$ cat src/rtl/core/ktis_pkg.sv
// ----------------------------------------------------------------------------
// ktis_pkg
// shared types and codes for the key table insert and search block
// ----------------------------------------------------------------------------
package ktis_pkg;

  localparam logic [1:0] ST_OK    = 2'd0;
  localparam logic [1:0] ST_ERR   = 2'd1;
  localparam logic [1:0] ST_NOTF  = 2'd2;

  localparam logic [1:0] SM_BINARY = 2'd0;
  localparam logic [1:0] SM_LINEAR = 2'd1;
  localparam logic [1:0] SM_TRANS  = 2'd2;

  localparam logic OP_INSERT = 1'b0;
  localparam logic OP_SEARCH = 1'b1;

  localparam logic [1:0] CFG_ORDERED  = 2'd0;
  localparam logic [1:0] CFG_METHOD   = 2'd1;
  localparam logic [1:0] CFG_CAPACITY = 2'd2;

  localparam int FIELD_W = 11;

  // datapath commands
  typedef enum logic [3:0] {
    DC_NONE,
    DC_LOAD,     // capture request, init lo/hi/index
    DC_RD_IDX,   // read entry at index-1
    DC_RD_MID,   // read entry at binary midpoint, index to midpoint+1
    DC_BIN_STEP, // update lo/hi from compared entry
    DC_LIN_STEP, // read entry at index, advance index
    DC_SHIFT,    // write read entry one slot up, step down
    DC_PUT_KEY,  // write key at index, bump entry count
    DC_RD_PREV,  // read entry at index-2, the one before the found key
    DC_SWAP_A,   // write previous entry at index-1
    DC_SWAP_B    // write key at index-2
  } dp_cmd_t;

  typedef struct packed {
    logic key_zero;
    logic full;
    logic empty;
    logic idx_zero;    // index is zero
    logic idx_one;     // index is one
    logic lin_end;     // index reached entry count
    logic bin_done;    // lo > hi
    logic rd_eq;       // read data equals key
    logic rd_gt;       // read data above key
  } dp_status_t;

endpackage

$ cat src/rtl/core/ktis_ctrl.sv
// ----------------------------------------------------------------------------
// ktis_ctrl
// sequencer for insert, binary search and linear search
// ----------------------------------------------------------------------------
module ktis_ctrl (
  input  logic                 clk,
  input  logic                 rst_n,
  input  logic                 in_valid,
  output logic                 in_ready,
  output logic                 out_valid,
  input  logic                 out_ready,
  input  logic                 ordered_mode,
  input  logic [1:0]           search_method,
  input  ktis_pkg::dp_status_t status,
  input  logic                 op_q,
  output ktis_pkg::dp_cmd_t    cmd,
  output logic                 res_load,
  output logic [1:0]           res_status,
  output logic                 res_use_cnt,
  output logic                 res_use_pos,
  output logic                 res_pos_dec
);
  import ktis_pkg::*;

  typedef enum logic [3:0] {
    S_IDLE, S_DECODE, S_INS_RD, S_INS_CMP, S_BIN_RD, S_BIN_CMP,
    S_LIN_RD, S_LIN_CMP, S_SWAP_B, S_DONE
  } state_t;

  state_t state_r, state_nxt;
  logic   out_valid_r, out_valid_nxt;

  // input is taken whenever no request is in flight and the result slot frees
  assign in_ready  = (state_r == S_IDLE) && (!out_valid_r || out_ready);
  assign out_valid = out_valid_r;

  always_comb begin
    state_nxt     = state_r;
    out_valid_nxt = out_valid_r && !out_ready;
    cmd           = DC_NONE;
    res_load      = 1'b0;
    res_status    = ST_OK;
    res_use_cnt   = 1'b0;
    res_use_pos   = 1'b0;
    res_pos_dec   = 1'b0;
    case (state_r)
      S_IDLE: begin
        if (in_valid && in_ready) begin
          cmd       = DC_LOAD;
          state_nxt = S_DECODE;
        end
      end
      S_DECODE: begin
        if (status.key_zero) begin
          res_load = 1'b1; res_status = ST_ERR; state_nxt = S_DONE;
        end else if (op_q == OP_INSERT) begin
          if (status.full) begin
            res_load = 1'b1; res_status = ST_ERR; state_nxt = S_DONE;
          end else if (ordered_mode && !status.idx_zero) begin
            cmd = DC_RD_IDX; state_nxt = S_INS_CMP;
          end else begin
            cmd = DC_PUT_KEY; res_load = 1'b1; res_use_cnt = 1'b1;
            state_nxt = S_DONE;
          end
        end else if (search_method == SM_BINARY) begin
          state_nxt = S_BIN_RD;
        end else if (search_method == SM_LINEAR || search_method == SM_TRANS) begin
          if (status.empty) begin
            res_load = 1'b1; res_status = ST_ERR; state_nxt = S_DONE;
          end else begin
            cmd = DC_LIN_STEP; state_nxt = S_LIN_CMP;
          end
        end else begin
          res_load = 1'b1; res_status = ST_ERR; state_nxt = S_DONE;
        end
      end
      S_INS_CMP: begin
        if (status.rd_gt) begin
          cmd = DC_SHIFT; state_nxt = S_INS_RD;
        end else begin
          cmd = DC_PUT_KEY; res_load = 1'b1; res_use_cnt = 1'b1;
          state_nxt = S_DONE;
        end
      end
      S_INS_RD: begin
        if (status.idx_zero) begin
          cmd = DC_PUT_KEY; res_load = 1'b1; res_use_cnt = 1'b1;
          state_nxt = S_DONE;
        end else begin
          cmd = DC_RD_IDX; state_nxt = S_INS_CMP;
        end
      end
      S_BIN_RD: begin
        if (status.bin_done) begin
          res_load = 1'b1; res_status = ST_NOTF; state_nxt = S_DONE;
        end else begin
          cmd = DC_RD_MID; state_nxt = S_BIN_CMP;
        end
      end
      S_BIN_CMP: begin
        if (status.rd_eq) begin
          res_load = 1'b1; res_use_cnt = 1'b1; res_use_pos = 1'b1;
          state_nxt = S_DONE;
        end else begin
          cmd = DC_BIN_STEP; state_nxt = S_BIN_RD;
        end
      end
      S_LIN_CMP: begin
        // idx already points one past the entry just read
        if (status.rd_eq) begin
          if (search_method == SM_TRANS && !status.idx_one) begin
            cmd = DC_RD_PREV; state_nxt = S_LIN_RD;
          end else begin
            res_load = 1'b1; res_use_cnt = 1'b1; res_use_pos = 1'b1;
            state_nxt = S_DONE;
          end
        end else if (status.lin_end) begin
          res_load = 1'b1; res_status = ST_NOTF; state_nxt = S_DONE;
        end else begin
          cmd = DC_LIN_STEP; state_nxt = S_LIN_CMP;
        end
      end
      S_LIN_RD: begin
        cmd       = DC_SWAP_A;
        state_nxt = S_SWAP_B;
      end
      S_SWAP_B: begin
        cmd = DC_SWAP_B;
        res_load = 1'b1; res_use_cnt = 1'b1; res_use_pos = 1'b1; res_pos_dec = 1'b1;
        state_nxt = S_DONE;
      end
      S_DONE: begin
        if (!out_valid_r || out_ready) begin
          out_valid_nxt = 1'b1;
          state_nxt     = S_IDLE;
        end
      end
      default: state_nxt = S_IDLE;
    endcase
  end

  always_ff @(posedge clk) begin
    if (!rst_n) begin
      state_r     <= S_IDLE;
      out_valid_r <= 1'b0;
    end else begin
      state_r     <= state_nxt;
      out_valid_r <= out_valid_nxt;
    end
  end

  a_ready_idle: assert property (@(posedge clk) disable iff (!rst_n)
    in_ready |-> state_r == S_IDLE) else $error("ready outside idle");
  a_done_hold: assert property (@(posedge clk) disable iff (!rst_n)
    (state_r == S_DONE && out_valid_r && !out_ready) |=> state_r == S_DONE)
    else $error("result dropped");
  a_load: assert property (@(posedge clk) disable iff (!rst_n)
    (cmd == DC_LOAD) |=> state_r == S_DECODE) else $error("load lost");

endmodule

$ cat config.mk
export PLATFORM = sky130hd
export DESIGN_NAME = ktis_ctrl
export DESIGN_NICKNAME = d
export VERILOG_FILES = /design/src/rtl/core/ktis_pkg.sv /design/src/rtl/core/ktis_ctrl.sv
export SDC_FILE = /design/constraint.sdc
export NUM_CORES = 1
export LEC_CHECK = 0
export ABC_AREA = 1
export ABC_CLOCK_PERIOD_IN_PS = 1600
export BUFFER_PORTS_ARGS = -buffer_cell sky130_fd_sc_hd__buf_2
export CORE_UTILIZATION = 48
export CTS_BUF_LIST = sky130_fd_sc_hd__clkbuf_2
export DETAILED_ROUTE_END_ITERATION = 8
export HOLD_SLACK_MARGIN = 0.1
export PLACE_DENSITY = 0.78
export SETUP_SLACK_MARGIN = 0.2
export SYNTH_ARGS = -nofsm -noshare
export SYNTH_HDL_FRONTEND = slang
export SYNTH_SLANG_ARGS = --single-unit
$ cat constraint.sdc
create_clock -name clk -period 1.6 [get_ports clk]
set_input_delay 0.4 -clock clk [delete_from_list [all_inputs] [get_ports clk]]
set_output_delay 0.4 -clock clk [all_outputs]
set_load 0.02 [all_outputs]
==> summary.md, run 1 <==
| Metric | Value |
|---|---|
| Status | aborted with a tool error |
| Exit stage | clock tree synthesis (4_1_cts) |
| First error line in the log | [ERROR DPL-0038] Utilization greater than 100%, impossible to legalize |
| Yosys top cell by area | sky130_fd_sc_hd__nand2_1 |
| Post-Synthesis Net Count | 146 |
| Synth Flop Type | sky130_fd_sc_hd__dfxtp_1 |
| Synth async-reset ratio | 0% |
| Share of synthesized cell area in full adder, half adder and majority cells | 3.85% |
| Leading cell types by count after synthesis | 32 x sky130_fd_sc_hd__nand2_1, 30 x sky130_fd_sc_hd__inv_1, 18 x sky130_fd_sc_hd__nand3_1 |
| Yosys warns | 0 |
| Post-synthesis compound-gate area fraction | 13.1% |
| Mean area per synthesized cell | 5.11 um^2 |
| Synthesized area | ~650 um^2 |
| Xor/xnor share of the synthesized area | 0% |
| Biggest area contributors in the synthesized netlist | sky130_fd_sc_hd__nand2_1 18%, sky130_fd_sc_hd__inv_1 17%, sky130_fd_sc_hd__dfxtp_1 15% |
| Instance area at placement | 1030 um^2 |
| Cts repair resizes | 58 |
| Placer's final routability congestion estimate | ~0.92 |
| Die height | around 39 um |
| Floorplan row count | 12 |
| Simple-Gate Fraction of Synth Area | 49.7% |
| Starting utilization of the core area | 54.7% |
| Placed Cells | 191 |
| Maximum buffer depth of the clock tree | 2 |
| Post-CTS repair timing setup buffer count | 4 |
| Fraction of the yosys area taken by sequential cells | 15.4% |
| Input/output buffers | 28 |
| Clock buffer count from CTS | 3 |
| Most instantiated library cell after synthesis | sky130_fd_sc_hd__nand2_1 |
| Sinks on the clock net | 5 |
| CTS Hold Bufs | 0 |
| Number of I/O pins | 29 |
| Clock root buffer | sky130_fd_sc_hd__clkbuf_2 |
| Number of flops mapped to enable cells by yosys | 0 |
| HPWL after DPL | 1.82 mm |
| Fraction of post-synthesis cell area in the top cell type by area | 18.5% |
| Portion of netlist area occupied by mux cells | 0% |
| Largest family of logic cells by synthesized area | simple AND/OR/NAND/NOR gates |
| H-tree level count | 1 |
| Flops & latches, synth | 5 |
| Number of distinct library cells after synthesis | 18 |
| Count of mapped cells out of synthesis | 127 |
| X dimension of the die | 38.8 um |
==> through the flow <==
step                      util (%)  setup slack (ns)
after floorplan                  -           0.00571
after global placement        86.7            -0.237
after detailed placement      86.7            -0.287
==> kinds of logic after synthesis <==
logic type,count (synthesis)
DFF,5
buffers and inverters,31
AOI/OAI and AO/OA,14
adders and majority gates,2
and+or+nand+nor,75
==> inputs of run 2 (changes only) <==
--- a/config.mk
+++ b/config.mk
@@ -8,12 +8,10 @@
 export ABC_AREA = 1
 export ABC_CLOCK_PERIOD_IN_PS = 1600
 export BUFFER_PORTS_ARGS = -buffer_cell sky130_fd_sc_hd__buf_2
-export CORE_UTILIZATION = 48
-export CTS_BUF_LIST = sky130_fd_sc_hd__clkbuf_2
+export CORE_AREA = 2 2 63 65
 export DETAILED_ROUTE_END_ITERATION = 8
-export HOLD_SLACK_MARGIN = 0.1
-export PLACE_DENSITY = 0.78
-export SETUP_SLACK_MARGIN = 0.2
+export DIE_AREA = 0 0 65 67
+export PLACE_DENSITY_LB_ADDON = 0.15
 export SYNTH_ARGS = -nofsm -noshare
 export SYNTH_HDL_FRONTEND = slang
 export SYNTH_SLANG_ARGS = --single-unit
==> run 2 against run 1 <==
  * The flow now finishes, with violations (negative setup slack)
  * Synthesized cell count stayed put
  * Synthesized area stayed put
==> summary.md, run 2 <==
| Metric | Value |
|---|---|
| Status | complete, but fails checks |
| Violations in the final reports | negative setup slack |
| Via Count | 1,055 |
| Number of flops mapped to enable cells by yosys | 0 |
| Clock buffer count from CTS | 3 |
| Number of antenna violations at the first check in global routing | 0 |
| P_int | 0.000845 W |
| Total design power | approximately 0.0015 W |
| Maximum VDD drop | 0.298 mV |
| Die height | 67 um |
| Floorplan row count | 22 |
| CTS tree | done |
| Sequential fraction of design power | 13.8% |
| CP cell instances | inv_1 > nor2_4 > nand3_1 > nand2_1 > inv_2 > o2111ai_2 > buf_4 |
| Final cycle utilization of the critical path | 111% |
| Final Hold Viols | 0 |
| Yosys top cell by area | sky130_fd_sc_hd__nand2_1 |
| Count of buffer and inverter cells on the critical path | 3 |
| Post-Synthesis Net Count | roughly 150 |
| Detailed router's first-iteration violation count | 87 |
| Post-route minimum period | 1.78 ns |
| Layout net count | approximately 220 |
| Overall routing resource usage | 13.1% |
| Longest individual stage delay on the worst path | 0.38 ns |
| Synth Flop Type | sky130_fd_sc_hd__dfxtp_1 |
| Core region area | 3610 um^2 |
| Fin util | 38.6% |
| Total Neg Setup Slack | -1.54 ns |
| Count of mapped cells out of synthesis | approximately 130 |
| Combinational share of power | 70.5% |
| Peak fanout along the critical path | 3 |
| Starting utilization of the core area | 18.0% |
| Sinks on the clock net | 5 |
| Max Slew Vio Count | 0 |
| Fraction of post-synthesis cell area in the top cell type by area | a little under a fifth |
| Mean area per synthesized cell | 5.11 um^2 |
| Cell at the slowest stage of the critical path | sky130_fd_sc_hd__dfxtp_2 |
| Detail-routed via count per cell | approximately 4.3 |
| First-pass iteration count of the detailed router | 4 |
| Clock root buffer | sky130_fd_sc_hd__clkbuf_8 |
| Post-route cell area | around 1400 um^2 |
| CTS Hold Bufs | 0 |
| Commonest non-fill, non-tap cell in the layout | sky130_fd_sc_hd__buf_4 |
| Synth async-reset ratio | 0% |
| Flops & latches, synth | 5 |
| Nature of the critical path endpoint | output port |
| Classification of the worst setup path | register to output port |
| Signal arrival time at the worst endpoint | 1.38 ns |
| Vias in the first global route | 1,026 |
| Part of the total power dissipated in the clock network | between 10% and 20% |
| Crit path setup slack, layout | -0.182 ns |
| Layout cells sized above 1 | 55.4% |
| Total Die Area | ~4400 um^2 |
| H-tree level count | 1 |
| Antenna diode instance count | 0 |
| Max Clock Freq | 561 MHz |
| HPWL after DPL | 2.01 mm |
| Pin slew with the least headroom to its limit | 0.305 ns |
| Normalized max-slew margin | approximately 79% |
| Power density over the cells | 1070 nW/um^2 |
| Register with the highest flop count | state_r |
| DRT Wirelength | 2.66 mm |
| Synthesis-to-layout area growth | 114% |
| Most instantiated library cell after synthesis | sky130_fd_sc_hd__nand2_1 |
| X dimension of the die | 65 um |
| Post-route clock skew | ~0.00054 ns |
| Biggest area contributors in the synthesized netlist | sky130_fd_sc_hd__nand2_1 18%, sky130_fd_sc_hd__inv_1 17%, sky130_fd_sc_hd__dfxtp_1 15% |
| Routed length per instance | 10.9 um |
| Largest net degree at the start of global routing | 6 |
| Number of distinct library cells after synthesis | 18 |
| Switching Power | about 0.00064 W |
| Leading cell types in the layout, fill and taps excluded | 38 x sky130_fd_sc_hd__buf_4, 23 x sky130_fd_sc_hd__nand2_1, 21 x sky130_fd_sc_hd__inv_1 |
| Overflow after GRT | 0 |
| Count of maximum capacitance violations | 0 |
| Number of I/O pins | 29 |
| RSZ-0062 raised after global routing | yes |
| Clock-pin transition on the worst setup and hold timing paths | 0.04 ns |
| Detail Route Antenna Nets | 0 |
| Detailed-route DRC error count | 0 |
| Instance area at placement | 1070 um^2 |
| Number of endpoints failing setup at the final stage | 11 |
| Placer's final routability congestion estimate | about 0.81 |
| Required time reported for the critical path endpoint | 1.20 ns |
| First-pass GRT wire length | 4.45 mm |
| Synthesized area | 649 um^2 |
| Yosys warns | 0 |
| Min-delay worst type | input pin to register |
| Max reg flops | 4 |
| Fraction of the yosys area taken by sequential cells | 15.4% |
| Input/output buffers | 28 |
| Sort of element at the start of the critical path | register |
| Clk Latency, worst-skew pair | 0.22 ns |
| Maximum buffer depth of the clock tree | 2 |
| Kind of cell with the highest combined delay on the critical path | flip-flops |
| Switching share of total power | 43.1% |
| Total leakage power | ~0.75 nW |
| Leading cell types by count after synthesis | 32 x sky130_fd_sc_hd__nand2_1, 30 x sky130_fd_sc_hd__inv_1, 18 x sky130_fd_sc_hd__nand3_1 |
-- run 2: cell counts after synthesis --
No cell type changed its count.
-- run 2: worst paths after layout --
kind / start / endpoint / slack, ns / cells after the start
max: state_r[2] / res_use_cnt / -0.18 / 7
min: rst_n / state_r[3] / 0.39 / 3
max reg2reg: state_r[3] / state_r[0] / 0.18 / 10
min reg2reg: out_valid / out_valid / 0.60 / 4
-- run 2: stage by stage --
step	setup slack [ns]	std cells	hold slack [ns]
6_report	-0.182	243	0.385
5_1_grt	-0.269	243	0.426
4_1_cts	-0.173	241	0.383
3_5_place_dp	-0.266	229	0.574
3_3_place_gp	-0.226	229	0.575
2_1_floorplan	0.00297	127	0.498
-- run 2: worst register-to-register path, cell delays in order (launching register included) --
cell and delay, ns:
sky130_fd_sc_hd__dfxtp_4 0.40, sky130_fd_sc_hd__nor2_4 0.07, sky130_fd_sc_hd__buf_4 0.14, sky130_fd_sc_hd__nand3_1 0.08, sky130_fd_sc_hd__nand2_1 0.08, sky130_fd_sc_hd__buf_4 0.14, sky130_fd_sc_hd__buf_4 0.12, sky130_fd_sc_hd__nor2_1 0.09
sky130_fd_sc_hd__nand2_1 0.07, sky130_fd_sc_hd__nand2_1 0.06, sky130_fd_sc_hd__a21oi_1 0.05
-- run 2: cell type report --
cell class / count / area, um^2
clock buffers: 4 / 45.0
fillers: 403 / 2210
inverters: 31 / 131
multi-input cells: 91 / 566
flip-flops and latches: 5 / 113
well taps: 48 / 60.1
repair buffers: 64 / 478
-- run 2: timing repair --
action                                 CTS  global route
pin swaps                               11             9
resized for setup                       55            13
endpoints found under the hold margin    0             0
setup endpoints to repair               11            11
buffers inserted                         8             2
-- run 2: layer usage --
metal	vias up	routed length (um)	part of all wire (%)	global-route usage (%)
met3	4	146	5.5	2.03
met1	481	1140	43	16.6
met5	-	0	0	0
met2	31	1350	51	22.8
met4	0	24	0.90	3.99
li1	539	-	-	-
-- run 2: logic make-up (layout without fill, tap and decap cells) --
logic type,Yosys count,after routing,synth area share (%)
compound gates,14,14,13.1
fa+ha+maj,2,2,3.85
buf+inv,31,99,17.9
flops,5,5,15.4
simple gates,75,75,49.7
-- run 2: power groups by stage --
stage,clock network [W],registers [W],logic [W]
after floorplan,0,0.000170,0.000416
after global placement,0,0.000171,0.000726
after detailed placement,0,0.000171,0.000726
after CTS,0.000237,0.000198,0.000958
after global routing,0.000251,0.000210,0.00113
final,0.000233,0.000206,0.00105
Power figures use the tool's default switching activity.
==> inputs of run 3 (changes only) <==
--- a/config.mk
+++ b/config.mk
@@ -11,7 +11,7 @@
 export CORE_AREA = 2 2 63 65
 export DETAILED_ROUTE_END_ITERATION = 8
 export DIE_AREA = 0 0 65 67
-export PLACE_DENSITY_LB_ADDON = 0.15
+export PLACE_DENSITY = 0.43
 export SYNTH_ARGS = -nofsm -noshare
 export SYNTH_HDL_FRONTEND = slang
 export SYNTH_SLANG_ARGS = --single-unit
==> run 3 against run 2 <==
  * The run still ends with negative setup slack left
  * Sequential cell count did not move
  * Sequential share of layout area fell by 0.71 points
  * Worst hold slack got worse by 0.010 ns
  * Count of clock-buffer cells in the layout did not move
  * Largest power group unchanged
  * Clock power rose by 6%
  * Clock skew barely moved
  * Register-to-register slack got worse by 0.14 ns
  * Combinational power rose by 15%
==> summary.md, run 3 (synthesis gave the netlist of run 2 again) <==
| Metric | Value |
|---|---|
| DRT Wirelength | 3.01 mm |
| Post-route clock skew | 0.000825 ns |
| RSZ-0062 raised after global routing | yes |
| Crit path setup slack, layout | -0.194 ns |
| Pin slew with the least headroom to its limit | 0.343 ns |
| Signal arrival time at the worst endpoint | 1.39 ns |
| Placer's final routability congestion estimate | 0.801 |
| Max reg flops | 4 |
| Clock root buffer | sky130_fd_sc_hd__clkbuf_8 |
| Leading cell types in the layout, fill and taps excluded | 39 x sky130_fd_sc_hd__buf_4, 21 x sky130_fd_sc_hd__inv_1, 17 x sky130_fd_sc_hd__buf_6 |
| Startpoint of the worst-slack reg-to-reg timing path | state_r[3] |
| Total leakage power | 0.807 nW |
| End of the worst hold path | state_r[3] |
| X dimension of the die | about 65 um |
| Layout cells sized above 1 | around 65% |
| Layout net count | 222 |
| Maximum buffer depth of the clock tree | 2 |
| Minimum setup slack among reg-to-reg paths | 0.04 ns |
| H-tree level count | 1 |
| Placed Cells | 229 |
| Non-filler instance count after layout | 250 |
| Count of maximum capacitance violations | 0 |
| Clock-pin transition on the worst setup and hold timing paths | approximately 0.04 ns |
| Number of antenna violations at the first check in global routing | 0 |
| Core region area | 3610 um^2 |
| Clk Latency, worst-skew pair | 0.23 ns |
| Peak fanout along the critical path | 4 |
| Max Slew Vio Count | 0 |
| Sort of element at the start of the critical path | register |
| Setup Slack @ Placement | -0.276 ns |
| Final hold slack | 0.375 ns |
| First-pass GRT wire length | slightly below 5 mm |
| Antenna diode instance count | 0 |
| Register with the highest flop count | state_r |
| Detailed-route DRC error count | 0 |
| Maximum VDD drop | 0.320 mV |
| Via Count | 1,089 |
| Total Die Area | 4360 um^2 |
| Beginning of the worst hold path | rst_n |
| Total design power | 0.00166 W |
| R2r worst-path depth | 12 |
| Power density over the cells | 1060 nW/um^2 |
| Commonest non-fill, non-tap cell in the layout | sky130_fd_sc_hd__buf_4 |
| Required time reported for the critical path endpoint | between 1 and 1.5 ns |
| CTS Hold Bufs | 0 |
| CTS tree | done |
| First-pass iteration count of the detailed router | 4 |
| Overall routing resource usage | approximately 15% |
| Detail-routed via count per cell | 4.36 |
| Total Neg Setup Slack | -1.49 ns |
| HPWL after DPL | around 2.1 mm |
| Status | complete, but fails checks |
| Starting utilization of the core area | 18.0% |
| Routed length per instance | 12.0 um |
| Final Hold Viols | 0 |
| End of the worst register-to-register path | state_r[0] |
| Overflow after GRT | 0 |
| Violations in the final reports | negative setup slack |
| Nature of the critical path endpoint | output port |
| Clock buffer count from CTS | 3 |
| Vias in the first global route | 1,160 |
| Die height | 67 um |
| Final cycle utilization of the critical path | 112% |
| Number of cells traversed by the worst hold path | 3 |
| Detail Route Antenna Nets | 0 |
| Sinks on the clock net | 5 |
| Synthesis-to-layout area growth | 140% |
| Largest net degree at the start of global routing | 5 |
| Post-route minimum period | between 1.5 and 2 ns |
| Number of endpoints failing setup at the final stage | 11 |
| Input/output buffers | 28 |
| Max Clock Freq | ~560 MHz |
| Detailed router's first-iteration violation count | 21 |
| Classification of the worst setup path | register to output port |
| Floorplan row count | 22 |
| Number of I/O pins | 29 |
| Normalized max-slew margin | 77.0% |
| Min-delay worst type | input pin to register |
run 3: stage by stage:
step | cell area (um^2) | utilization (%)
after floorplan | 679 | -
after detailed placement | 1070 | 29.8
after CTS | 1480 | 41.0
final | 1560 | 43.3
after global routing | 1560 | 43.3
after global placement | 1070 | 29.8
run 3: power by group:
part	switching [W]	total [W]	internal, W
clock	0.0000761	0.000248	0.000172
sequential	0.0000489	0.000206	0.000157
combinational	0.000609	0.00121	0.000597
run 3: repair_timing:
action	in CTS	in global routing
endpoints found under the setup margin	11	13
setup buffers	18	1
pin swaps	15	21
gates resized for setup	73	24
gates cloned	0	0
run 3: critical path: stages, from the launching register on:
cell and delay [ns]:
sky130_fd_sc_hd__dfxtp_4 0.37, sky130_fd_sc_hd__buf_6 0.13, sky130_fd_sc_hd__nor2_4 0.15, sky130_fd_sc_hd__nand3_2 0.13, sky130_fd_sc_hd__buf_6 0.14, sky130_fd_sc_hd__o211ai_1 0.07, sky130_fd_sc_hd__buf_4 0.17
run 3: layout make-up:
cell class	instances	area, um^2
clock buffer	4	45.0
fill	384	2040
inverter	31	131
multi-input combinational	91	651
sequential	5	115
tap	48	60.1
timing repair buffer	71	559
run 3: per-layer routing:
layer | track usage [%] | part of all wire [%]
met5 | 0 | 0
met1 | 14.7 | 38
met3 | 3.21 | 4.0
met4 | 6.12 | 3.8
met2 | 28.5 | 54
run 3: how the worst max path moves through the flow:
stage                          start           to  slack (ns)  depth (start not counted)
floorplan           search_method[0]     res_load       0.003                          9
global placement    search_method[0]     res_load       -0.25                         11
detailed placement  search_method[0]     res_load       -0.28                         11
CTS                       state_r[3]  res_use_cnt       -0.18                          6
global route              state_r[2]       cmd[2]       -0.28                          6
finish                    state_r[3]       cmd[3]       -0.19                          6
==> inputs of run 4 (changes only) <==
--- a/config.mk
+++ b/config.mk
@@ -6,7 +6,7 @@
 export NUM_CORES = 1
 export LEC_CHECK = 0
 export ABC_AREA = 1
-export ABC_CLOCK_PERIOD_IN_PS = 1600
+export ABC_CLOCK_PERIOD_IN_PS = 1920
 export BUFFER_PORTS_ARGS = -buffer_cell sky130_fd_sc_hd__buf_2
 export CORE_AREA = 2 2 63 65
 export DETAILED_ROUTE_END_ITERATION = 8
==> constraint.sdc (replaced) <==
create_clock -name clk -period 1.92 [get_ports clk]
set_input_delay 0.48 -clock clk [delete_from_list [all_inputs] [get_ports clk]]
set_output_delay 0.48 -clock clk [all_outputs]
set_load 0.02 [all_outputs]
==> run 4 against run 3 <==
  * The run now ends clean
  * Combinational power decreased by 44%
  * Register-to-register slack gained 0.49 ns
  * Highest routed layer is now met3
  * Power is 37% lower
  * Worst hold slack better by 0.085 ns
  * Critical path depth up 5
  * Worst setup slack improved by 0.21 ns
  * Non-clock buffer count decreased by 23
  * Cell area shrank 22%
==> summary.md, run 4 (synthesis gave the netlist of run 2 again) <==
| Metric | Value |
|---|---|
| Final Hold Viols | 0 |
| Die height | about 67 um |
| Switching Power | 0.000471 W |
| Final cycle utilization of the critical path | 99.2% |
| Part of the total power dissipated in the clock network | between 10% and 20% |
| End of the worst hold path | state_r[3] |
| CTS tree | done |
| Max reg flops | 4 |
| Clock buffer count from CTS | 3 |
| Max Clock Freq | around 530 MHz |
| Post-route minimum period | ~1.9 ns |
| Classification of the worst setup path | input pin to output port |
| Synthesis-to-layout area growth | 87.3% |
| Maximum VDD drop | 0.298 mV |
| Post-route cell area | 1220 um^2 |
| Clock-pin transition on the worst setup and hold timing paths | ~0.03 ns |
| Power density over the cells | 854 nW/um^2 |
| Overflow after GRT | 0 |
| Count of maximum capacitance violations | 0 |
| First-pass iteration count of the detailed router | 4 |
| Fin util | 33.7% |
| Clock root buffer | sky130_fd_sc_hd__clkbuf_8 |
| Nature of the critical path endpoint | output port |
| Sinks on the clock net | 5 |
| R2r worst-path depth | 12 |
| Detail Route Antenna Nets | 0 |
| Overall routing resource usage | 11.0% |
| Leading cell types in the layout, fill and taps excluded | 25 x sky130_fd_sc_hd__inv_1, 25 x sky130_fd_sc_hd__nand2_1, 24 x sky130_fd_sc_hd__buf_4 |
| Placer's final routability congestion estimate | 0.793 |
| P_int | 0.000568 W |
| RSZ-0062 raised after global routing | yes |
| Routed length on met3 | approximately 100 um |
| Instance area at placement | 917 um^2 |
| Final hold slack | 0.460 ns |
| Starting utilization of the core area | a little under a fifth |
| Required time reported for the critical path endpoint | 1.44 ns |
| Number of antenna violations at the first check in global routing | 0 |
| Antenna diode instance count | 0 |
| Peak fanout along the critical path | 2 |
| Fillcell total | 434 |
| Largest net degree at the start of global routing | 7 |
| Cell at the slowest stage of the critical path | sky130_fd_sc_hd__ha_4 |
| Number of I/O pins | 29 |
| Input/output buffers | 28 |
| DRT Wirelength | 2.34 mm |
| Beginning of the worst hold path | rst_n |
| Met2 wire length | 1.08 mm |
| Signal arrival time at the worst endpoint | ~1.4 ns |
| Kind of cell with the highest combined delay on the critical path | simple AND/OR/NAND/NOR gates |
| Number of cells traversed by the worst hold path | 3 |
| Status | finished, final reports clean |
| Crit path top cell by count | sky130_fd_sc_hd__nand2_4 |
| Total leakage power | ~0.67 nW |
| H-tree level count | 1 |
| Register with the highest flop count | state_r |
| Routed length per instance | 10.3 um |
| HPWL after DPL | ~1.9 mm |
| Post-route clock skew | 0.00305 ns |
| Longest individual stage delay on the worst path | between 0.2 and 0.3 ns |
| Startpoint of the worst-slack reg-to-reg timing path | state_r[1] |
| Min-delay worst type | input pin to register |
| Maximum buffer depth of the clock tree | 2 |
| Non-filler instance count after layout | ~230 |
| End of the worst register-to-register path | state_r[3] |
| Core region area | 3610 um^2 |
| Via Count | 952 |
| Number of endpoints failing setup at the final stage | 0 |
| Normalized max-slew margin | 85.5% |
| Detailed router's first-iteration violation count | 42 |
| Start point of the critical path | search_method[1] |
| CTS Hold Bufs | 0 |
| Detailed-route DRC error count | 0 |
| Placed Cells | 212 |
| Combinational share of power | 65.4% |
| Layout net count | 199 |
| Clk Latency, worst-skew pair | 0.22 ns |
| Highest metal layer with signal wires | met3 |
| Sequential fraction of design power | 16.2% |
| Pin slew with the least headroom to its limit | 0.217 ns |
| Count of buffer and inverter cells on the critical path | 4 |
| Max Slew Vio Count | 0 |
| First-pass GRT wire length | 3.70 mm |
| Switching share of total power | 45.3% |
| Total Die Area | 4360 um^2 |
| Detail-routed via count per cell | 4.19 |
| Layout cells sized above 1 | 48.0% |
| Minimum setup slack among reg-to-reg paths | 0.53 ns |
| Floorplan row count | 22 |
| Vias in the first global route | between 800 and 900 |
| CP cell instances | buf_6 > inv_4 > ha_4 > nand2_4 > nand2_4 > nand2_4 > nand3_2 > nand2_2 > inv_2 > nand4_1 > buf_4 |
| Sort of element at the start of the critical path | input pin |
| Metal1 wirelength | 1.17 mm |
| X dimension of the die | 65 um |
[run 4: cell count changes in the layout (fill, tap and decap cells not counted), sizes merged]
cell  before  now
buf       71   48
[run 4: layout make-up]
type                    count  area (um^2)  area share (%)
repair buffers             48          319            26.2
inverters                  31          124            10.2
well taps                  48         60.1            4.94
clock buffers               4         45.0            3.70
multi-input cells          91          556            45.7
flip-flops and latches      5          113            9.26
[run 4: worst max path at each step]
| stage | depth (start not counted) | to | slack, ns |
|---|---|---|---|
| after CTS | 11 | res_load | -0.009 |
| after detailed placement | 8 | cmd[2] | -0.17 |
| after global placement | 8 | cmd[2] | -0.16 |
| final | 11 | res_load | 0.02 |
| after floorplan | 6 | cmd[2] | 0.10 |
| after global routing | 8 | cmd[2] | -0.08 |
[run 4: power groups by stage]
| stage | Clock (W) | Sequential (W) | Combinational, W |
|---|---|---|---|
| floorplan | 0 | 0.000142 | 0.000338 |
| detailed placement | 0 | 0.000144 | 0.000523 |
| CTS | 0.000198 | 0.000155 | 0.000597 |
| global route | 0.000215 | 0.000171 | 0.000746 |
| global placement | 0 | 0.000143 | 0.000523 |
| finish | 0.000192 | 0.000168 | 0.000679 |
[run 4: worst min-delay path, delay by kind of cell]
family                 cells  cell delay, ns
buffers and inverters      2            0.12
AND/OR/NAND/NOR            1            0.05
[run 4: metal layers]
| layer | vias to the layer above | GRT usage (%) |
|---|---|---|
| met4 | 0 | 2.39 |
| met5 | - | 0 |
| met3 | 0 | 2.20 |
| li1 | 509 | - |
| met2 | 26 | 16.8 |
| met1 | 417 | 15.7 |
[run 4: per-stage QoR]
step	setup TNS (ns)	total power [W]	setup slack (ns)
after floorplan	0	0.000479	0.100
final	0	0.00104	0.0161
after detailed placement	-0.450	0.000667	-0.167
after global placement	-0.437	0.000666	-0.159
after global routing	-0.295	0.00113	-0.0802
after CTS	-0.0144	0.000950	-0.00893
[run 4: repair_timing]
item	4_1_cts	5_1_grt
endpoints found under the setup margin	7	9
setup buffers	8	3
gates resized for setup	25	29
pin swaps	5	6
